===== config.mk =====
export PLATFORM = sky130hd
export DESIGN_NAME = gsp_clear
export DESIGN_NICKNAME = d
export VERILOG_FILES = /design/src/rtl/gsp_clear.sv
export SDC_FILE = /design/constraint.sdc
export NUM_CORES = 1
export LEC_CHECK = 0
export ABC_AREA = 1
export BUFFER_PORTS_ARGS = -buffer_cell sky130_fd_sc_hd__buf_2
export CAP_MARGIN = 10
export CORE_AREA = 2 2 39 41
export CTS_BUF_LIST = sky130_fd_sc_hd__clkbuf_8
export DETAILED_ROUTE_END_ITERATION = 10
export DIE_AREA = 0 0 41 43
export PLACE_DENSITY = 0.7
export SLEW_MARGIN = 10
export SYNTH_ARGS = -nofsm -noshare
export SYNTH_HDL_FRONTEND = slang
export SYNTH_SLANG_ARGS = --single-unit
export TNS_END_PERCENT = 100

===== constraint.sdc =====
create_clock -name clk -period 1.4 [get_ports clk]
set_input_delay 0.21 -clock clk [delete_from_list [all_inputs] [get_ports clk]]
set_output_delay 0.21 -clock clk [all_outputs]
set_load 0.005 [all_outputs]

===== src/rtl/gsp_clear.sv =====
// Post-reset sweep that walks every table entry once to load reset values.
`default_nettype none
module gsp_clear #(
  parameter int ADDR_BITS = 10
) (
  input  wire logic                 clk,
  input  wire logic                 rst_n,
  output logic                      busy,
  output logic      [ADDR_BITS-1:0] addr
);

  logic                 busy_r;
  logic [ADDR_BITS-1:0] addr_r;

  // advance one entry per cycle, drop busy after the last one
  always_ff @(posedge clk) begin
    if (!rst_n) begin
      busy_r <= 1'b1;
      addr_r <= '0;
    end else if (busy_r) begin
      addr_r <= addr_r + ADDR_BITS'(1);
      if (addr_r == {ADDR_BITS{1'b1}}) begin
        busy_r <= 1'b0;
      end
    end
  end

  assign busy = busy_r;
  assign addr = addr_r;

endmodule : gsp_clear
`default_nettype wire


==> reports/metrics.csv <==
metric,value,unit
Worst IR Drop VDD,0.418,mV
dpl ws,0.232,ns
unrepaired setup endpoints after global routing,false,
post-synthesis cell count,69,
GR Overflow Total,0,
DRC viols,0,
first-pass GRT wire length,1640,um
Tot Pwr,667,uW
ANT cells,0,
die height,43,um
Hold Crit Endpoint,busy,
Setup Buffers After CTS,0,
clock group share of total power,0.459,
total wire length,1080,um
Syn Area/Cell,7.09,sq um
max-cap viol count,0,
"CTS clk-pin slew, worst paths",0.05,ns
site row count,14,
placed insts,96,
hold path depth,2,
Core Region,1380,sq um
H-tree Lvls,1,
Detail Route Antenna Nets,0,
Setup Skew,0.000686,ns
antenna violations before repair,0,
pin count of the biggest net entering global routing,12,
min-delay src,rst_n,
Worst Setup Start Kind,flop,
internal reg-to-reg setup slack,0.18,ns
register area share after synthesis,0.450,
FMAX,821,MHz
Crit Path Category,reg -> reg,
P_int,528,uW
post-cts resize count,0,
CTS tree,yes,
crit path DAT,1.34,ns
setup TNS,0,ns
CP Max Fanout,5,
Synth area leader,dfxtp_1,
final non-filler cell total,100,
Global Route Usage Sum,0.139,
met3 WL,54,um
min Tclk post-route,1.22,ns
chip width,41,um
Synth Area in Simple Gates,0.355,
final layout net count,88,
YS warnings,0,
Vias/cell,4.89,
Post-CTS Hold Fix Bufs,0,
Root Driver,clkbuf_8,
register area,220,sq um
dpl hpwl,743,um
IO Count,13,
layout cells sized above 1,0.202,
total CTS buffers,3,
Reg2Reg Capture Point,addr[8],
"Setup violations, final",0,
XOR/XNOR Fraction of Synth Area,0,
Sw Share,0.209,
largest family of logic cells by synthesized area,simple AND/OR/NAND/NOR gates,
share of Yosys cell area claimed by the top area cell type,0.450,
Final Wtd Congestion,0.765,
multi-input logic area,241,sq um
starting density of the core,0.354,
Syn Nets,72,
multiplexer share of the synthesized area,0,
drt first pass iters,4,
status,completed,
die area,1760,sq um
deepest clock path buffer count,2,
Flop pwr share,0.493,
wl on met1,495,um
post-layout util,0.440,
Final WS setup,0.182,ns
Slew Limit Fails,0,
starting DRC count in detailed routing,15,
WP data required,1.52,ns
synth top area cells,"dfxtp_1 (45%), nor2_1 (12%), nand2_1 (9.2%)",
WL met2,513,um
R2R Path Start,addr[0],
Slew @ Worst Pin,0.306,ns
Synth Area in Adders,0.0256,
Port Buffers,12,
number of global-route vias before repair,423,
fin crit share,0.870,
Worst slew margin,0.796,
Final Hold Vio Count,0,
net switching power,140,uW
HP Class,in -> reg,
Netlist cell types,13,
worst skew pair latency,0.23,ns
Clock Sinks,11,
combinational share of power,0.048,
Critical Path End Type,flop,
cells on worst reg2reg path,6,
average wire per cell in the routed design,10.8,um
Power Density,1100,nW/um^2
Max Used Layer,met4,
Leak,0.000291,uW
FILL cells,143,
post-synthesis register bit count,11,
Netlist Area Pre-Place,489,sq um
Area Growth Syn to Fin,24.6,%
Compound-Gate Fraction of Synth Area,0.113,
DR vias,489,
cell type report:
cell class / count / area share
multi-input cells: 51 / 0.396
clock inverters: 1 / 0.00616
flip-flops and latches: 11 / 0.361
repair buffers: 12 / 0.0986
well taps: 16 / 0.0329
inverters: 6 / 0.0370
clock buffers: 3 / 0.0678
worst max-delay path by stage:
| stage | from | to | slack (ns) | depth (start not counted) |
|---|---|---|---|---|
| CTS | addr[0] | addr[8] | 0.20 | 6 |
| finish | addr[0] | addr[8] | 0.18 | 6 |
| global route | addr[0] | addr[8] | 0.06 | 6 |
| floorplan | addr[0] | addr[6] | 0.30 | 6 |
| detailed placement | addr[0] | addr[8] | 0.23 | 6 |
| global placement | addr[0] | addr[6] | 0.27 | 6 |
Yosys cell counts:
| master | instances |
|---|---|
| a21oi_1 | 7 |
| nand3_1 | 7 |
| nor2_1 | 15 |
| nand2_1 | 12 |
| nand3_2 | 1 |
| ha_1 | 1 |
| nor3_1 | 2 |
| o21ai_0 | 4 |
| inv_1 | 6 |
| dfxtp_1 | 11 |
| nand4_1 | 1 |
| buf_2 | 1 |
| nor2_4 | 1 |
power by group through the flow:
| stage | Combinational (uW) | Clock [uW] | Sequential, uW |
|---|---|---|---|
| finish | 32.2 | 306 | 329 |
| detailed placement | 32.2 | 0 | 335 |
| CTS | 32.4 | 315 | 329 |
| global placement | 32.5 | 0 | 334 |
| floorplan | 20.9 | 0 | 335 |
| global route | 37.9 | 332 | 330 |
state kept, by name (all words and copies together) (netlist names):
signal  count
busy        1
addr       10
metrics by stage:
stage | hold WS, ns | instance area (sq um)
2_1_floorplan | 0.330 | 489
3_3_place_gp | 0.483 | 564
3_5_place_dp | 0.490 | 564
4_1_cts | 0.245 | 609
5_1_grt | 0.252 | 609
6_report | 0.250 | 609
critical path, cell delays in order (launching register included):
cell and delay (ns):
dfxtp_1 0.38, ha_1 0.23, nand3_2 0.12, nor2_4 0.16
nand3_1 0.09, nand2_1 0.08, nor2_1 0.05
placed cells by master (no fill, tap or decap):
cell and n:
ha_1 1, o21ai_0 4, nand4_1 1, nand2_1 12
nor2_4 1, a21oi_1 7, nand3_1 7, nor2_1 15
nand3_2 1, inv_1 7, dfxtp_1 11, buf_2 12
clkbuf_8 3, nor3_1 2
metal layers:
layer | track usage | up-vias
met2 | 0.194 | 18
met5 | 0 | -
met3 | 0.0471 | 2
li1 | - | 253
met4 | 0.120 | 0
met1 | 0.159 | 216
cells by family (layout without fill, tap and decap cells):
group	count (synthesis)	after routing
buffers and inverters	7	22
adders and majority gates	1	1
DFF	11	11
and+or+nand+nor	39	39
AOI/OAI and AO/OA	11	11
Note: power is estimated with default switching activity, not from simulation.
