## src/rtl/gsp_ram.sv

```systemverilog
// Generic simple dual-port RAM with one write port and a registered read port.
`default_nettype none
module gsp_ram #(
  parameter int WIDTH = 8,
  parameter int DEPTH = 16
) (
  input  wire logic                     clk,
  input  wire logic                     we,
  input  wire logic [$clog2(DEPTH)-1:0] waddr,
  input  wire logic [WIDTH-1:0]         wdata,
  input  wire logic                     re,
  input  wire logic [$clog2(DEPTH)-1:0] raddr,
  output logic      [WIDTH-1:0]         rdata
);

  logic [WIDTH-1:0] mem [DEPTH];

  // write, and read old data on a same-address collision
  always_ff @(posedge clk) begin
    if (we) begin
      mem[waddr] <= wdata;
    end
    if (re) begin
      rdata <= mem[raddr];
    end
  end

endmodule : gsp_ram
`default_nettype wire

```

## config.mk

```make
export PLATFORM = sky130hd
export DESIGN_NAME = gsp_ram
export DESIGN_NICKNAME = d
export VERILOG_FILES = /design/src/rtl/gsp_ram.sv
export SDC_FILE = /design/constraint.sdc
export NUM_CORES = 1
export LEC_CHECK = 0
export BUFFER_PORTS_ARGS = -buffer_cell sky130_fd_sc_hd__buf_2
export CAP_MARGIN = 20
export CORE_MARGIN = 2
export CORE_UTILIZATION = 30
export DETAILED_ROUTE_END_ITERATION = 12
export PLACE_DENSITY_LB_ADDON = 0.2
export SYNTH_ARGS = -nofsm -noshare
export SYNTH_HDL_FRONTEND = slang
export SYNTH_SLANG_ARGS = --single-unit
export TNS_END_PERCENT = 10
```

## constraint.sdc

```tcl
create_clock -name clk -period 4.81 [get_ports clk]
set_clock_uncertainty 0.2 [all_clocks]
set_input_delay 0.2405 -clock clk [delete_from_list [all_inputs] [get_ports clk]]
set_output_delay 0.2405 -clock clk [all_outputs]
set_load 0.01 [all_outputs]
```

==> results by group, run 1 <==
Power
  – LEAKAGE: 2.019 nW
  – VDD IR max: between 0.0002 and 0.0003 V
  – P per Cell Area: 450.7 nW/um2

Drt
  – Via density: roughly 4.8
  – Antenna Nets Post-Route: 0
  – Wire per inst: 21.20 um
  – Final WL: 10680 um
  – First-pass iteration count of the detailed router: 4
  – # DRC: 0
  – Vias: 2398
  – 1st-iter DRT viols: between 200 and 250

Yosys
  – Synthesis-stage register bit count: 136
  – Post-synth top area cell: edfxtp_1
  – Syn Std Cell Area: 5228 um2
  – Avg Inst Size Synth: ~23 um2
  – Cells after Synth: 229
  – Post-synth ARST share: 0
  – Unique masters post-synth: 18
  – Ys Warns: 0
  – Main synth FF type: edfxtp_1
  – Commonest cells in the netlist: 136 x edfxtp_1, 18 x mux4_2, 16 x a22oi_1
  – Share of the synthesized area in the top cell type: 0.7812
  – Top cells by area, synth: edfxtp_1 78%, mux4_2 7.8%, mux4_1 7.0%
  – Post-synth EDFFs: around 140
  – Most common cell in the netlist: edfxtp_1
  – Sequential area share after synthesis: 0.7812
  – Synth Net Count: 248

Critical path
  – Crit end category: register
  – Slowest cell on the critical path: buf_2
  – Worst R2R Path Depth: 3
  – Critical path cell sequence: buf_2 > buf_4 > mux4_2 > a22oi_1 > nand2_1
  – CP Launch Type: input port
  – Critical Path Max Stage Delay: 640 ps
  – Worst endpoint required time: about 4800 ps
  – WS Path Type: in2reg
  – Arrival @ worst endpoint: 2240 ps
  – Max FO, Critical Path: 24

Placed design
  – Gp weighted congestion: 0.7061
  – Post-DP Area: 5580 um2
  – Dpl cells: 471
  – DP Wirelength: 6519 um
  – Pre-CTS setup slack: 2061 ps
  – IO buf count: 26

STA
  – Worst Slack Setup Final: 2526 ps
  – # setup viols final: 0
  – Slew Viols, Final: 0
  – RSZ-0062 raised after global routing: false
  – Slew @ Worst Pin: ~990 ps
  – Min cycle time layout: 2284 ps
  – Final Cycle Share: 0.4748
  – Count of final hold-check violations: 0
  – Max-slew headroom: 0.3351
  – Max Fclk: roughly 0.44 GHz
  – Setup TNS after final layout: 0 ps

Floorplanning
  – FP Rows: 48
  – Die Wd: between 100 and 150 um
  – I/O Pins: 27
  – Starting Density: 0.3043
  – Die Area: 18500 um2
  – Core area: 17180 um2
  – Die height: about 140 um

Min path
  – Type of the worst min-delay path: in2reg
  – WHS Path Cells: 1

Clock tree
  – H-tree levels: 4
  – CTS tree: done
  – Total clock sinks: 136
  – Clk Latency, worst-skew pair: 410 ps
  – Clock buffer depth: 2
  – Clock-pin slew on the worst setup and hold paths: 60 ps
  – Num CTS Buffers: 17
  – Clock Root Buffer: clkbuf_16

Global route
  – Pin count of the biggest net entering global routing: 33
  – First-pass GRT wire length: 15880 um
  – Vias in the first global route: 2520
  – Initial antenna violation count: 0
  – GRT Util Overall: 0.1241
  – GRT overflow: 0

Job
  – Max cap viols: 0

Status
  – Outcome: finished, final reports clean

Cells and area
  – Post-route design area: 6200 um2
  – Fillcell total: 1616
  – Fin cells: 504
  – Final nets: 285
  – Ant. Diodes: 0
  – Fraction of layout instances using a drive strength above 1: 0.2796
  – P&R area growth vs syn: 18.60%
## report_power, final
part,total [mW],switching (mW),internal (mW)
registers,1.34,0.00592,1.34
clock network,1.33,0.470,0.862
logic,0.121,0.0739,0.0472
## sequential cells by signal, summed over array words and instances, names as in the netlist
register	count
mem	128
rdata	8
## kinds of logic after synthesis
kind of cell | Yosys count | share of synthesized area
simple gates | 35 | 0.03136
buf+inv | 10 | 0.01651
compound gates | 16 | 0.02298
flops | 136 | 0.7812
mux | 32 | 0.1479
## metrics by stage
step                      power (mW)  hold WS (ps)  utilization
after floorplan                1.435         139.4            -
after global placement         1.489         421.3       0.3249
after detailed placement       1.491         416.7       0.3249
after CTS                      2.818         16.73       0.3609
after global routing           2.878         26.03       0.3609
final                          2.794         27.31       0.3609
## area by class of cell
class | instances | area (um2) | share of cell area
flip-flops and latches | 136 | 4084 | 0.6587
multi-input cells | 83 | 1077 | 0.1738
clock buffers | 18 | 429.2 | 0.06922
clock inverters | 14 | 180.2 | 0.02906
well taps | 225 | 281.5 | 0.04541
repair buffers | 28 | 147.6 | 0.02381
## path summary, 6_finish.rpt
check	start	end	slack, ps
hold reg to reg	mem[14][5]	rdata[5]	540
setup reg to reg	mem[5][0]	rdata[0]	3030
hold / removal	wdata[5]	mem[12][5]	30
setup / recovery	raddr[0]	rdata[4]	2530
## per-layer routing
| layer | vias up | part of all wire | GRT usage |
|---|---|---|---|
| met3 | 9 | 0.036 | 0.03542 |
| met5 | - | 0 | 0 |
| met2 | 56 | 0.48 | 0.1876 |
| li1 | 1054 | - | - |
| met4 | 0 | 0.011 | 0.03993 |
| met1 | 1279 | 0.48 | 0.1732 |
## cell usage in the layout (no fill, tap or decap)
| cell type | Yosys | layout |
|---|---|---|
| edfxtp_1 | 136 | 136 |
| buf_2 | 3 | 26 |
| mux4_2 | 18 | 18 |
| clkbuf_16 | 0 | 17 |
| a22oi_1 | 16 | 16 |
| mux4_1 | 14 | 14 |
| nor2_1 | 13 | 13 |
| nand2_1 | 9 | 9 |
| nor3_2 | 0 | 4 |
| bufinv_16 | 0 | 4 |
| clkinv_1 | 0 | 3 |
| clkinv_2 | 0 | 3 |
| nand3b_1 | 2 | 2 |
| nand2b_1 | 2 | 2 |
| clkinv_4 | 0 | 2 |
| nor2b_1 | 1 | 1 |
| and2_1 | 1 | 1 |
| and2b_1 | 1 | 1 |
| nand3_1 | 1 | 1 |
| or3b_2 | 1 | 1 |
| clkbuf_1 | 0 | 1 |
| clkinvlp_4 | 0 | 1 |
| inv_6 | 0 | 1 |
| dlygate4sd3_1 | 0 | 1 |
| buf_4 | 1 | 1 |
## worst max-delay path, delay by kind of cell
family / cells / cell delay, ps
buffers and inverters: 2 / 1000
AND/OR/NAND/NOR: 1 / 90
AO/OA/AOI/OAI: 1 / 370
multiplexers: 1 / 520
## timing repair
action,in CTS,in global routing
hold endpoints to repair,8,0
buffers inserted,0,0
resized for setup,0,0
hold buffers,1,0
Note: power is estimated with default switching activity, not from simulation.
==> run 2, diff against run 1 <==
- clock period: 4.81 -> 2 ns (I/O delays scaled with it)
==> run 2 against run 1 <==
- worst setup slack lost 2300 ps
- routed wire length grew 1.6%
- die area is the same
- critical path type is now reg2reg
- largest cell class unchanged
==> results by group, run 2 (synthesis results as in run 1) <==
Cells and area
  – Commonest non-fill, non-tap cells in the layout: 136 x edfxtp_1, 26 x buf_2, 22 x buf_4
  – P&R area growth vs syn: 20.97%
  – Fin util: 0.3682
  – Fillcell total: 1644
  – Fraction of layout instances using a drive strength above 1: 0.2932
  – Final nets: between 300 and 400
  – Largest registers: mem (128), rdata (8)
  – Top reg by flops: mem
  – Register Area: approximately 4000 um2
  – Ant. Diodes: 0
  – Max reg flops: roughly 130
  – Commonest non-fill, non-tap cell in the layout: edfxtp_1
  – Area of the multi-input gates: 1057 um2
  – Fin cells: around 530

Status
  – Outcome: finished, final reports clean

Critical path
  – Crit end category: register
  – Slowest cell on the critical path: mux4_1
  – WS Path Type: reg2reg
  – Critical path cell sequence: mux4_1 > a22oi_1 > nand2_1
  – Worst endpoint required time: 1950 ps
  – Arrival @ worst endpoint: 1680 ps
  – CP Launch Type: register
  – Critical Path Max Stage Delay: 510 ps
  – Buffers and inverters on the worst path: 0
  – CP top delay family: multiplexers
  – Max FO, Critical Path: 1

Global route
  – Initial antenna violation count: 0
  – GRT Util Overall: 0.1276
  – First-pass GRT wire length: 16300 um
  – Vias in the first global route: 2558
  – Pin count of the biggest net entering global routing: 33
  – GRT overflow: 0

STA
  – Slew @ Worst Pin: 472.3 ps
  – # setup viols final: 0
  – Max-slew headroom: 0.6851
  – RSZ-0062 raised after global routing: false
  – Min cycle time layout: 1730 ps
  – Worst Slack Setup Final: approximately 270 ps
  – Slew Viols, Final: 0
  – Setup TNS after final layout: 0 ps
  – Count of final hold-check violations: 0
  – Final Cycle Share: 0.8652
  – Max Fclk: slightly below 0.6 GHz

Placed design
  – IO buf count: 26
  – Pre-CTS setup slack: 15.27 ps
  – Gp weighted congestion: about 0.72
  – DP Wirelength: 6803 um
  – Dpl cells: around 500

Power
  – VDD IR max: 0.0005484 V
  – P per Cell Area: 966.0 nW/um2
  – Total power: 6.109 mW
  – LEAKAGE: about 2.1 nW

Drt
  – Final WL: between 10000 and 15000 um
  – 1st-iter DRT viols: approximately 220
  – Wire per inst: just over 20 um
  – # DRC: 0
  – First-pass iteration count of the detailed router: 4
  – Antenna Nets Post-Route: 0
  – Via density: 4.609
  – Vias: 2452

Floorplanning
  – Die height: 136.0 um
  – Die Area: 18500 um2
  – Core area: 17180 um2
  – FP Rows: 48
  – I/O Pins: 27
  – Starting Density: 0.3043
  – Die Wd: between 100 and 150 um

Min path
  – Type of the worst min-delay path: in2reg

Clock tree
  – Total clock sinks: approximately 140
  – Clock buffer depth: 2
  – H-tree levels: 4
  – Num CTS Buffers: 17
  – Clk Latency, worst-skew pair: 410 ps
  – CTS tree: done
  – Clock Root Buffer: clkbuf_16
  – Post-CTS Setup Bufs: 0
  – Clock-pin slew on the worst setup and hold paths: 50 ps

Job
  – Max cap viols: 0
-- run 2: cell types whose count changed in the layout (fill, tap and decap cells not counted), sizes merged --
cell and delta:
buf +23, dlygate4sd3 +8, bufinv -4, clkbuf +3, clkinvlp -1, inv -1
-- run 2: worst register-to-register path, stage by stage (launching register included) --
cell and delay, ps:
edfxtp_1 350, mux4_1 510, a22oi_1 330, nand2_1 90
-- run 2: worst paths after layout --
check                           startpoint         to  slack (ps)  cells past startpoint
worst min-delay path              waddr[1]  mem[0][6]          70                      3
worst min register to register  mem[15][1]   rdata[1]         540                      3
worst max register to register   mem[1][3]   rdata[3]         270                      3
worst max-delay path             mem[1][3]   rdata[3]         270                      3
-- run 2: area by class of cell --
| cell class | instances | area share |
|---|---|---|
| Clock buffer | 21 | 0.06965 |
| Clock inverter | 8 | 0.005540 |
| Multi-Input combinational cell | 83 | 0.1672 |
| Sequential cell | 136 | 0.6458 |
| Tap cell | 225 | 0.04452 |
| Timing Repair Buffer | 59 | 0.06727 |
-- run 2: report_power, final --
group | total [mW] | internal, mW | switching, mW
sequential | 3.23 | 3.21 | 0.0166
combinational | 0.324 | 0.144 | 0.180
clock | 2.55 | 1.53 | 1.02
-- run 2: timing repair --
item,CTS,global route
hold buffers,9,0
gates resized for setup,0,0
endpoints found under the hold margin,136,0
-- run 2: metrics by stage --
step           hold WS [ps]  area (um2)
2_1_floorplan        -1.131        5228
4_1_cts               47.36        6324
5_1_grt               64.87        6324
6_report              68.28        6324
3_5_place_dp          312.3        5758
3_3_place_gp          299.5        5758
-- run 2: per-layer routing --
metal	GRT usage	vias to the layer above	share of wire
li1	-	1113	-
met1	0.1713	1275	0.46
met2	0.1951	53	0.48
met3	0.04325	11	0.051
met4	0.04167	0	0.010
met5	0	-	0
